<file path="src/rtl/assert_macros.svh">
// Assertion macros for the block's RTL files; rpf_back is the file that includes them.
// Each macro expects a clock i_clk and an active-low reset i_rst_n in scope.
`ifndef ASSERT_MACROS_SVH
`define ASSERT_MACROS_SVH

// A property that must hold at every clock edge outside reset.
`define RPF_ASSERT(lbl, prop, msg) \
    lbl: assert property (@(posedge i_clk) disable iff (!i_rst_n) (prop)) else $error(msg);

// A condition that must be followed in the next cycle by another.
`define RPF_ASSERT_NEXT(lbl, ante, cons, msg) \
    lbl: assert property (@(posedge i_clk) disable iff (!i_rst_n) (ante) |=> (cons)) \
        else $error(msg);

`endif

</file>
<file path="src/rtl/rpf_pkg.sv">
// Package for the region max pooling block: sizes, register indexes and types.
// Used by every module of the block; depends on nothing.
package rpf_pkg;

    localparam int MAX_HEIGHT   = 32;
    localparam int MAX_WIDTH    = 32;
    localparam int MAX_CHANNELS = 16;
    localparam int MAX_IMAGES   = 2;
    localparam int MAX_BINS     = 8;

    localparam int ADDR_W  = 15;
    localparam int VAL_W   = 16;
    localparam int IDX_W   = 15;
    localparam int LI_W    = 14;
    localparam int COORD_W = 17;
    localparam int NUM_W   = 21;
    localparam int DIM_W   = 6;
    localparam int CH_W    = 5;
    localparam int BIN_W   = 4;
    localparam int DEPTH   = MAX_IMAGES * MAX_HEIGHT * MAX_WIDTH * MAX_CHANNELS;

    typedef enum logic [2:0] {
        REG_SCALE  = 3'd0,
        REG_CLASS  = 3'd1,
        REG_HEIGHT = 3'd2,
        REG_WIDTH  = 3'd3,
        REG_CHANS  = 3'd4,
        REG_BH     = 3'd5,
        REG_BW     = 3'd6
    } t_reg_idx;

    typedef struct packed {
        logic [15:0]      scale;
        logic             by_class;
        logic [DIM_W-1:0] h;
        logic [DIM_W-1:0] w;
        logic [CH_W-1:0]  c;
        logic [BIN_W-1:0] bh;
        logic [BIN_W-1:0] bw;
    } t_cfg;

    typedef struct packed {
        logic               is_pool;
        logic [ADDR_W-1:0]  addr;
        logic [VAL_W-1:0]   value;
        logic               img;
        logic [3:0]         ch;
        logic [COORD_W-1:0] sx;
        logic [COORD_W-1:0] sy;
        logic [COORD_W-1:0] rw;
        logic [COORD_W-1:0] rh;
    } t_cmd;

endpackage

</file>
<file path="src/rtl/rpf_fifo.sv">
// Two-entry command queue between the front and back parts.
// Depends on rpf_pkg for the command type.
module rpf_fifo
    import rpf_pkg::*;
(
    input  logic i_clk,
    input  logic i_rst_n,
    input  logic i_push,
    input  t_cmd i_cmd,
    output logic o_full,
    output logic o_valid,
    input  logic i_pop,
    output t_cmd o_cmd
);

    t_cmd       r_mem [2];
    logic       r_wr;
    logic       r_rd;
    logic [1:0] r_count;

    assign o_full  = (r_count == 2'd2);
    assign o_valid = (r_count != 2'd0);
    assign o_cmd   = r_mem[r_rd];

    always_ff @(posedge i_clk) begin
        if (!i_rst_n) begin
            r_wr    <= 1'b0;
            r_rd    <= 1'b0;
            r_count <= 2'd0;
        end else begin
            if (i_push) begin
                r_wr <= !r_wr;
            end
            if (i_pop) begin
                r_rd <= !r_rd;
            end
            r_count <= r_count + 2'(i_push) - 2'(i_pop);
        end
        if (i_push) begin
            r_mem[r_wr] <= i_cmd;
        end
    end

endmodule

</file>
<file path="config.mk">
export PLATFORM = sky130hd
export DESIGN_NAME = rpf_fifo
export DESIGN_NICKNAME = d
export VERILOG_FILES = /design/src/rtl/assert_macros.svh /design/src/rtl/rpf_pkg.sv /design/src/rtl/rpf_fifo.sv
export SDC_FILE = /design/constraint.sdc
export NUM_CORES = 1
export LEC_CHECK = 0
export BUFFER_PORTS_ARGS = -buffer_cell sky130_fd_sc_hd__buf_2
export CORE_ASPECT_RATIO = 2
export CORE_UTILIZATION = 40
export DETAILED_ROUTE_END_ITERATION = 8
export PLACE_DENSITY = 0.72
export SLEW_MARGIN = 10
export SYNTH_ARGS = -nofsm -noshare
export SYNTH_HDL_FRONTEND = slang
export SYNTH_SLANG_ARGS = --single-unit
export TNS_END_PERCENT = 20
</file>
<file path="constraint.sdc">
create_clock -name i_clk -period 14.5 [get_ports i_clk]
set_clock_uncertainty 0.1 [all_clocks]
set_input_delay 2.9 -clock i_clk [delete_from_list [all_inputs] [get_ports i_clk]]
set_output_delay 2.9 -clock i_clk [all_outputs]
set_load 0.01 [all_outputs]
</file>
==> results by group <==
Drt
  • Total Wirelength: between 15 and 20 mm
  • Routed WL per cell: between 15 and 20 um
  • DR iter-0 viols: 167
  • Via count: between 3000 and 4000
  • DRT Pass-1 Iters: 4
  • Vias/cell: 4.66
  • Detail Route Antenna Nets: 0
  • Drt drc: 0

Timing
  • Post-route minimum period: 5750 ps
  • Final Max Slew Viols: 0
  • RSZ-0062 raised after global routing: false
  • Slew margin rel.: a little under two fifths
  • Endpoints failing setup: 0
  • Fin crit share: between 30% and 40%
  • Worst-Margin Slew: approximately 900 ps
  • Max Freq: 0.174 GHz
  • WHS: between 500 and 600 ps
  • Fin. Hold Viols: 0
  • PnR worst setup slack: ~9000 ps
  • Setup TNS: 0 ps

Worst setup path
  • CP max stage delay: ~830 ps
  • Crit-path leading delay family: buffers and inverters
  • Crit-path cells: buf_4 > mux2_2 > buf_2
  • R2R cell count: 2
  • Crit. path cell count: 3
  • Crit. End Element: primary output
  • WP data required: ~12000 ps
  • Number of buffers and inverters on the critical path: 2
  • Startpoint Class: register
  • Critical path class: reg2out
  • CP max stage cell: buf_4
  • Max FO, Critical Path: 57
  • Worst EP arrival: between 2000 and 3000 ps

Layout
  • P&R area growth vs syn: 22.7%
  • Fin nets: 686
  • Final std cells w/o fill: 850
  • Share of cells above drive strength 1: 59.8%
  • Fillers: roughly 1600

Synth
  • Post-Syn Nets: 459
  • Register bit total from synthesis: between 200 and 250
  • Post-Syn Area: between 0.008 and 0.009 mm2
  • Synth warn: 0
  • Cells after synthesis: around 350
  • Avg Cell Area, Syn: about 23 um2
  • Sequential fraction of the synthesis area: around four fifths
  • Unique masters post-synth: 16

Floorplan
  • Top Ports: ~220
  • Die footprint: 0.0207 mm2
  • Core area: a little under 0.02 mm2
  • Initial core utilization: about 40%
  • Die Wd: 102 um
  • Die Y: 203 um
  • Site Rows: 73

Clocking
  • CTS resizes: 0
  • Post-CTS Setup Inserts: 0
  • Total CTS buffers: 18
  • Clock root cell: clkbuf_16
  • CTS tree: built
  • H-tree depth: 1
  • CTS clk-pin slew, worst paths: 70 ps
  • Max clock buf depth: 3
  • Worst-Skew Late Latency: 480 ps
  • Clk sinks: around 220
  • # hold bufs at CTS: 0

Placed design
  • Detailed Place HPWL: ~10 mm
  • GPL Wtd Cong: a little over 0.7
  • Inst Count DP: 817
  • Post-Place Worst Slack: ~9200 ps
  • I/O Buffers: roughly 220

Global route
  • Global-route wire length before repair: between 20 and 25 mm
  • Grt total ovfl: 0
  • Total GRT Usage: between 10% and 20%
  • Antenna violations before repair: 4
  • Largest net degree at the start of global routing: 62
  • Vias in the first global route: 4288

Pwr
  • Max VDD drop: between 0.00009 and 0.0001 V
  • Pwr/cell area: 134 mW/mm2
  • Leak pwr: between 3 and 4 nW

Job
  • MaxCap Viol Count: 0

Status
  • Status: complete, no violations

Hold path
  • Hold path depth: 2
  • Hold crit path type: reg2reg
synthesized netlist by cell type:
| master | number | area (um2) |
|---|---|---|
| and2_1 | 4 | 25.0 |
| buf_12 | 5 | 100 |
| buf_2 | 5 | 25.0 |
| buf_6 | 1 | 11.3 |
| buf_8 | 1 | 15.0 |
| dfxtp_1 | 5 | 100 |
| edfxtp_1 | 210 | 6310 |
| ha_1 | 2 | 25.0 |
| inv_1 | 2 | 7.51 |
| mux2_2 | 55 | 619 |
| mux2_4 | 50 | 751 |
| nor2b_1 | 4 | 25.0 |
| o21a_1 | 1 | 7.51 |
| or2_2 | 1 | 6.26 |
| xnor3_1 | 1 | 22.5 |
| xor2_1 | 1 | 8.76 |
metal layers:
| layer | GRT usage (%) | part of all wire [%] |
|---|---|---|
| met4 | 6.07 | 3.0 |
| met3 | 3.30 | 5.7 |
| met1 | 13.0 | 32 |
| met5 | 0 | 0.30 |
| met2 | 28.3 | 59 |
cells in the final DEF, fill, tap and decap left out:
cell / netlist / routed
clkinv_4: 0 / 1
diode_2: 0 / 1
o21a_1: 1 / 1
edfxtp_1: 210 / 210
inv_1: 2 / 2
and2_1: 4 / 3
dfxtp_1: 5 / 4
xor2_1: 1 / 1
clkinv_2: 0 / 3
xnor3_1: 1 / 1
nor2b_1: 4 / 3
nor2b_4: 0 / 1
buf_4: 0 / 4
clkbuf_1: 0 / 6
and2_4: 0 / 1
buf_2: 5 / 215
clkbuf_16: 0 / 19
mux2_2: 55 / 55
dfxtp_4: 0 / 1
ha_1: 2 / 2
or2_2: 1 / 1
clkinv_1: 0 / 3
mux2_4: 50 / 50
flip-flops by register name, indices dropped and copies added, names as in the netlist, named ones only:
register  count
r_count       2
r_mem       210
r_rd          1
r_wr          1
power breakdown:
group	internal [mW]	total (mW)	switching, mW
Clock	0.241	0.442	0.201
Combinational	0.0761	0.145	0.0692
Sequential	0.719	0.734	0.0149
Total	1.04	1.32	0.285
kinds of logic after synthesis:
group                    Yosys count  synth area share, %
flip-flops                       215                 79.5
multiplexers                     105                 17.0
buffers and inverters             14                 1.97
AND/OR/NAND/NOR                    9                0.699
XOR/XNOR                           2                0.388
adder cells (fa/ha/maj)            2                0.311
AO/OA/AOI/OAI                      1               0.0932
stage by stage:
step	cell area (um2)	power [mW]	utilization, %
global placement	9350	0.888	47.2
finish	9890	1.32	49.9
floorplan	8060	0.840	-
global route	9890	1.37	49.9
CTS	9880	1.34	49.9
detailed placement	9350	0.896	47.2
area by class of cell:
cell class | instances | area, um2 | share of cell area, %
Clock inverter | 7 | 35.0 | 0.354
Timing Repair Buffer | 219 | 1110 | 11.2
Clock buffer | 25 | 498 | 5.04
Inverter | 2 | 7.51 | 0.0759
Sequential cell | 215 | 6410 | 64.8
Multi-Input combinational cell | 119 | 1500 | 15.2
Tap cell | 262 | 328 | 3.32
Antenna cell | 1 | 2.50 | 0.0253
tightest hold or removal path, delay by kind of cell, from the launching register on:
kind / cells / cell delay, ps
flip-flops: 1 / 350
XOR/XNOR: 1 / 90
AND/OR/NAND/NOR: 1 / 150
worst paths after layout:
path | start | end | slack (ps)
setup reg to reg | r_wr | r_mem[1][9] | 12190
hold reg to reg | r_rd | register | 520
setup / recovery | register | o_cmd[14] | 8750
hold / removal | r_rd | register | 520
(Power assumes the default switching activity.)
