$ cat config.mk
export PLATFORM = sky130hd
export DESIGN_NAME = rpf_front
export DESIGN_NICKNAME = d
export VERILOG_FILES = /design/src/rtl/assert_macros.svh /design/src/rtl/rpf_pkg.sv /design/src/rtl/rpf_front.sv
export SDC_FILE = /design/constraint.sdc
export NUM_CORES = 2
export LEC_CHECK = 0
export BUFFER_PORTS_ARGS = -buffer_cell sky130_fd_sc_hd__buf_2
export CORE_ASPECT_RATIO = 1.2
export CORE_MARGIN = 4
export CORE_UTILIZATION = 37
export CTS_CLUSTER_SIZE = 12
export DETAILED_ROUTE_END_ITERATION = 8
export HOLD_SLACK_MARGIN = 0.02
export PLACE_DENSITY = 0.59
export SYNTH_ARGS = -nofsm -noshare
export SYNTH_HDL_FRONTEND = slang
export SYNTH_SLANG_ARGS = --single-unit
$ cat constraint.sdc
create_clock -name i_clk -period 8.2 [get_ports i_clk]
set_input_delay 0.82 -clock i_clk [delete_from_list [all_inputs] [get_ports i_clk]]
set_output_delay 0.82 -clock i_clk [all_outputs]
set_load 0.005 [all_outputs]
$ cat src/rtl/assert_macros.svh
// Assertion macros for the block's RTL files; rpf_back is the file that includes them.
// Each macro expects a clock i_clk and an active-low reset i_rst_n in scope.
`ifndef ASSERT_MACROS_SVH
`define ASSERT_MACROS_SVH

// A property that must hold at every clock edge outside reset.
`define RPF_ASSERT(lbl, prop, msg) \
    lbl: assert property (@(posedge i_clk) disable iff (!i_rst_n) (prop)) else $error(msg);

// A condition that must be followed in the next cycle by another.
`define RPF_ASSERT_NEXT(lbl, ante, cons, msg) \
    lbl: assert property (@(posedge i_clk) disable iff (!i_rst_n) (ante) |=> (cons)) \
        else $error(msg);

`endif

$ cat src/rtl/rpf_pkg.sv
// Package for the region max pooling block: sizes, register indexes and types.
// Used by every module of the block; depends on nothing.
package rpf_pkg;

    localparam int MAX_HEIGHT   = 32;
    localparam int MAX_WIDTH    = 32;
    localparam int MAX_CHANNELS = 16;
    localparam int MAX_IMAGES   = 2;
    localparam int MAX_BINS     = 8;

    localparam int ADDR_W  = 15;
    localparam int VAL_W   = 16;
    localparam int IDX_W   = 15;
    localparam int LI_W    = 14;
    localparam int COORD_W = 17;
    localparam int NUM_W   = 21;
    localparam int DIM_W   = 6;
    localparam int CH_W    = 5;
    localparam int BIN_W   = 4;
    localparam int DEPTH   = MAX_IMAGES * MAX_HEIGHT * MAX_WIDTH * MAX_CHANNELS;

    typedef enum logic [2:0] {
        REG_SCALE  = 3'd0,
        REG_CLASS  = 3'd1,
        REG_HEIGHT = 3'd2,
        REG_WIDTH  = 3'd3,
        REG_CHANS  = 3'd4,
        REG_BH     = 3'd5,
        REG_BW     = 3'd6
    } t_reg_idx;

    typedef struct packed {
        logic [15:0]      scale;
        logic             by_class;
        logic [DIM_W-1:0] h;
        logic [DIM_W-1:0] w;
        logic [CH_W-1:0]  c;
        logic [BIN_W-1:0] bh;
        logic [BIN_W-1:0] bw;
    } t_cfg;

    typedef struct packed {
        logic               is_pool;
        logic [ADDR_W-1:0]  addr;
        logic [VAL_W-1:0]   value;
        logic               img;
        logic [3:0]         ch;
        logic [COORD_W-1:0] sx;
        logic [COORD_W-1:0] sy;
        logic [COORD_W-1:0] rw;
        logic [COORD_W-1:0] rh;
    } t_cmd;

endpackage

$ cat src/rtl/rpf_front.sv
// Front part: registers each input beat, scales region corners, picks the channel.
// Depends on rpf_pkg; feeds rpf_fifo.
module rpf_front
    import rpf_pkg::*;
(
    input  logic         i_clk,
    input  logic         i_rst_n,
    input  t_cfg         i_cfg,
    input  logic         i_valid,
    output logic         o_stall,
    input  logic         i_func,
    input  logic [14:0]  i_feat_addr,
    input  logic [15:0]  i_feat_value,
    input  logic         i_roi_image,
    input  logic [3:0]   i_roi_class,
    input  logic [11:0]  i_roi_x1,
    input  logic [11:0]  i_roi_y1,
    input  logic [11:0]  i_roi_x2,
    input  logic [11:0]  i_roi_y2,
    input  logic [3:0]   i_pool_chan,
    input  logic         i_q_full,
    output logic         o_push,
    output t_cmd         o_cmd
);

    logic               r_valid;
    logic               r_func;
    logic [14:0]        r_addr;
    logic [15:0]        r_value;
    logic               r_img;
    logic [3:0]         r_class;
    logic [3:0]         r_chan;
    logic [11:0]        r_x1, r_y1, r_x2, r_y2;
    logic [3:0]         sel;
    logic [COORD_W-1:0] sx, sy, ex, ey;

    function automatic logic [COORD_W-1:0] scale_c(input logic [11:0] c,
                                                    input logic [15:0] s);
        logic [28:0] p;
        p = 29'(c) * 29'(s) + 29'd2048;
        return p[28:12];
    endfunction

    assign o_stall = r_valid && i_q_full;
    assign o_push  = r_valid && !i_q_full;

    always_ff @(posedge i_clk) begin
        if (!i_rst_n) begin
            r_valid <= 1'b0;
        end else if (!o_stall) begin
            r_valid <= i_valid;
        end
        if (!o_stall) begin
            r_func  <= i_func;
            r_addr  <= i_feat_addr;
            r_value <= i_feat_value;
            r_img   <= i_roi_image;
            r_class <= i_roi_class;
            r_chan  <= i_pool_chan;
            r_x1    <= i_roi_x1;
            r_y1    <= i_roi_y1;
            r_x2    <= i_roi_x2;
            r_y2    <= i_roi_y2;
        end
    end

    always_comb begin
        sel = i_cfg.by_class ? r_class : r_chan;
        if ({1'b0, sel} >= i_cfg.c) begin
            sel = 4'(i_cfg.c - 5'd1);
        end
        sx = scale_c(r_x1, i_cfg.scale);
        sy = scale_c(r_y1, i_cfg.scale);
        ex = scale_c(r_x2, i_cfg.scale);
        ey = scale_c(r_y2, i_cfg.scale);
        o_cmd.is_pool = r_func;
        o_cmd.addr    = r_addr;
        o_cmd.value   = r_value;
        o_cmd.img     = r_img;
        o_cmd.ch      = sel;
        o_cmd.sx      = sx;
        o_cmd.sy      = sy;
        o_cmd.rw      = (ex < sx) ? COORD_W'(1) : ex - sx + COORD_W'(1);
        o_cmd.rh      = (ey < sy) ? COORD_W'(1) : ey - sy + COORD_W'(1);
    end

endmodule

==> reports/qor.txt <==
CTS buffer count - 9
Antenna violations before repair - 5
WHS Path Cells - 1
Number of hold-repair buffers added at the cts stage - 0
Post-synthesis async set-or-reset flop share - 0
Ys Warns - 0
RSZ-0062 raised after global routing - yes
Synth Net Count - 4407
Total number of placement rows - 113
Setup slack, reg-to-reg - 6.25 ns
Count of final setup violators - 21
Max clock buf depth - 2
Buf/Inv on CP - 9
Combined global-route utilization of all metal layers - 0.183
Category of the worst setup path launch point - input pin
Count of non-filler cells in the finished layout - 4976
Area used by multi-input combinational logic - 24900 sq um
Fillers - 7533
Count of routing violations after the opening detailed-route iteration - 977
Setup slack after placement - -0.707 ns
Transition at the pin with the smallest max-transition slack - 0.851 ns
Total half-perimeter wirelength after legalization and detailed placement - 60.8 mm
Placeable core area - 79500 sq um
Status - complete, but fails checks
Post-route fraction of the period consumed by the critical path - 1.03
Worst clock skew on the final layout - 0.0248 ns
Setup Crit Path Kind - in2out
Number of cells on the worst reg-to-reg path - 2
Die ar. - 85100 sq um
TritonCTS clock tree - done
Clock Pin Slew Worst Setup and Hold Paths - 0.10 ns
Delay of the slowest cell on the worst path - 0.54 ns
Post-synthesis area per instance - 9.00 sq um
Most common cell after layout, fill and taps aside - sky130_fd_sc_hd__inv_1
Number of distinct library cells after synthesis - 60
Final-report max-slew violation count - 0
Number of register bits inferred by synthesis - 90
Required time at the endpoint of the critical path - 7.38 ns
Min setup slack post-route - -0.275 ns
First-pass GRT wire length - 124 mm
Failing checks - negative setup slack
Top fanout value on the critical path - 5
Via count normalized by instance count - 4.70
Residual antenna-violating net count after detailed routing - 0
Headroom to the max-slew limit - 0.433
Post-Syn Instances - 3307
Nets - 5034
Clk_lat worst skew - 0.42 ns
Fraction of layout instances using a drive strength above 1 - 0.261
EDFF count, synth - 89
Slowest stage cell, crit path - sky130_fd_sc_hd__fa_1
Largest net degree at the start of global routing - 65
Most used cells in the layout excluding fill and tap cells - sky130_fd_sc_hd__inv_1, sky130_fd_sc_hd__fa_1, sky130_fd_sc_hd__nand2_1
Total vias in the final route - 23400
Minimum period implied by the final worst setup slack - 8.47 ns
Max Clock Freq - 118 MHz
Most used flip-flop cell after synthesis - sky130_fd_sc_hd__edfxtp_1
Average detailed-routed wire length per instance - 15.2 microns
Vertical die dimension - 319 microns
Storage element area - 2690 sq um
Detailed Route WL - 75.4 mm
Vias in the first global route - 24600
Inst Count DP - 4857
Count of max-cap constraint violations - 0
Worst hold-check path type - in2reg
Sequential-to-total area share from yosys stat - 0.0905
I/O pin count - 242
Final hold violation count - 0
Worst min-delay path endpoint - r_addr[3]$_DFFE_PN_
Num Clock Sinks - 90
Number of H-tree branching levels - 3
Starting density of the core - 0.375
Worst path top cell family by delay - adder cells
Nature of the critical path endpoint - primary output
Final weighted congestion in routability-driven placement - 0.834
Layout area overhead - 28.5%
R2R Path End - r_y2[6]$_DFFE_PN_
Remaining routing DRC violations - 0
Worst hold start - i_feat_addr[3]
Master cell of the clock root buffer - sky130_fd_sc_hd__clkbuf_16
Worst hold margin - 0.573 ns
Data arrival time of the critical path - 7.65 ns
Quantity of I/O buffers inserted on ports - 221
Width of the die - 267 microns
Reg-to-Reg Start - r_valid$_SDFFE_PN0N_
Residual overflow from global routing - 0
Router iterations before antenna repair - 5
Netlist Area Pre-Place - 29800 sq um
-- per-layer routing --
metal	wire [microns]	global-route usage	part of all wire	vias to the layer above
met5	35	0	0.00046	-
met4	2180	0.0533	0.029	4
met3	3760	0.0283	0.050	92
met2	36500	0.306	0.48	491
met1	32900	0.245	0.44	11600
li1	-	-	-	11200
-- what timing repair did --
| action | in CTS | in global routing |
|---|---|---|
| endpoints found under the setup margin | 34 | 34 |
| pin swaps | 102 | 150 |
| cloned | 8 | 3 |
| buffers inserted | 39 | 56 |
| endpoints found under the hold margin | 0 | 0 |
| gates resized for setup | 207 | 180 |
-- state kept, by name, summed over array words and instances (netlist names) --
name	flops
r_x2	12
r_y1	12
r_chan	4
r_x1	12
r_valid	1
r_y2	12
r_class	4
r_img	1
r_func	1
r_addr	15
r_value	16
-- worst reg2reg max path, delay by kind of cell, from the launching register on --
family                 cells  cell delay [ns]
buffers and inverters      1             0.77
DFF                        1             0.33
and+or+nand+nor            1             0.42
-- cell type report --
cell class,count,share of cell area
multi-input cells,2291,0.651
repair buffers,756,0.159
inverters,786,0.0771
flip-flops and latches,90,0.0704
well taps,1035,0.0339
clock buffers,9,0.00589
clock inverters,7,0.00249
diodes,2,0.000131
-- through the flow --
stage / TNS [ns] / util / instance area [sq um]
after detailed placement: -17.61 / 0.443 / 35200
after global placement: -15.65 / 0.443 / 35200
after global routing: -11.00 / 0.481 / 38200
final: -4.01 / 0.481 / 38200
after CTS: -3.93 / 0.465 / 36900
after floorplan: 0 / - / 29900
-- cells by family after synthesis --
| kind of cell | count (synthesis) | share of synthesized area |
|---|---|---|
| flip-flops | 90 | 0.0905 |
| AO/OA/AOI/OAI | 255 | 0.0575 |
| XOR/XNOR | 102 | 0.0300 |
| adder cells (fa/ha/maj) | 965 | 0.551 |
| multiplexers | 10 | 0.00362 |
| AND/OR/NAND/NOR | 959 | 0.150 |
| buffers and inverters | 926 | 0.117 |
-- Yosys cell counts (all sizes together) (3+ instances only) --
| cell type | count | area share |
|---|---|---|
| inv | 786 | 0.099 |
| fa | 576 | 0.39 |
| nand2 | 533 | 0.067 |
| ha | 389 | 0.16 |
| and2 | 263 | 0.055 |
| clkbuf | 138 | 0.017 |
| edfxtp | 89 | 0.090 |
| a21oi | 72 | 0.012 |
| nor2 | 70 | 0.0088 |
| xnor2 | 56 | 0.016 |
| xor2 | 46 | 0.014 |
| a21o | 45 | 0.011 |
| o21ai | 42 | 0.0072 |
| a31oi | 17 | 0.0045 |
| nor2b | 17 | 0.0036 |
| o21a | 17 | 0.0043 |
| o21bai | 16 | 0.0040 |
| nor3 | 15 | 0.0027 |
| nand3 | 14 | 0.0024 |
| and3 | 12 | 0.0025 |
| nand4 | 9 | 0.0019 |
| a211oi | 8 | 0.0020 |
| nand2b | 7 | 0.0015 |
| mux2 | 6 | 0.0023 |
| or2 | 6 | 0.0013 |
| a221oi | 5 | 0.0015 |
| o31ai | 5 | 0.0013 |
| mux2i | 4 | 0.0013 |
| o211ai | 4 | 0.0010 |
| or3 | 4 | 0.00084 |
| a31o | 3 | 0.00088 |
| o311ai | 3 | 0.00088 |
| or4 | 3 | 0.00076 |
-- worst max-delay path by stage --
stage | from | endpoint | slack (ns) | cells after the start
2_1_floorplan | i_cfg[33] | o_cmd[13] | 0.02 | 29
3_3_place_gp | i_cfg[33] | o_cmd[28] | -0.63 | 31
3_5_place_dp | i_cfg[33] | o_cmd[28] | -0.71 | 31
4_1_cts | i_cfg[29] | o_cmd[28] | -0.29 | 31
5_1_grt | i_cfg[33] | o_cmd[28] | -0.53 | 34
6_report | i_cfg[29] | o_cmd[28] | -0.27 | 33
Power is left out: the tool's default activity adds up to more than one toggle a clock period on the data nets, which glitch-free logic cannot reach.
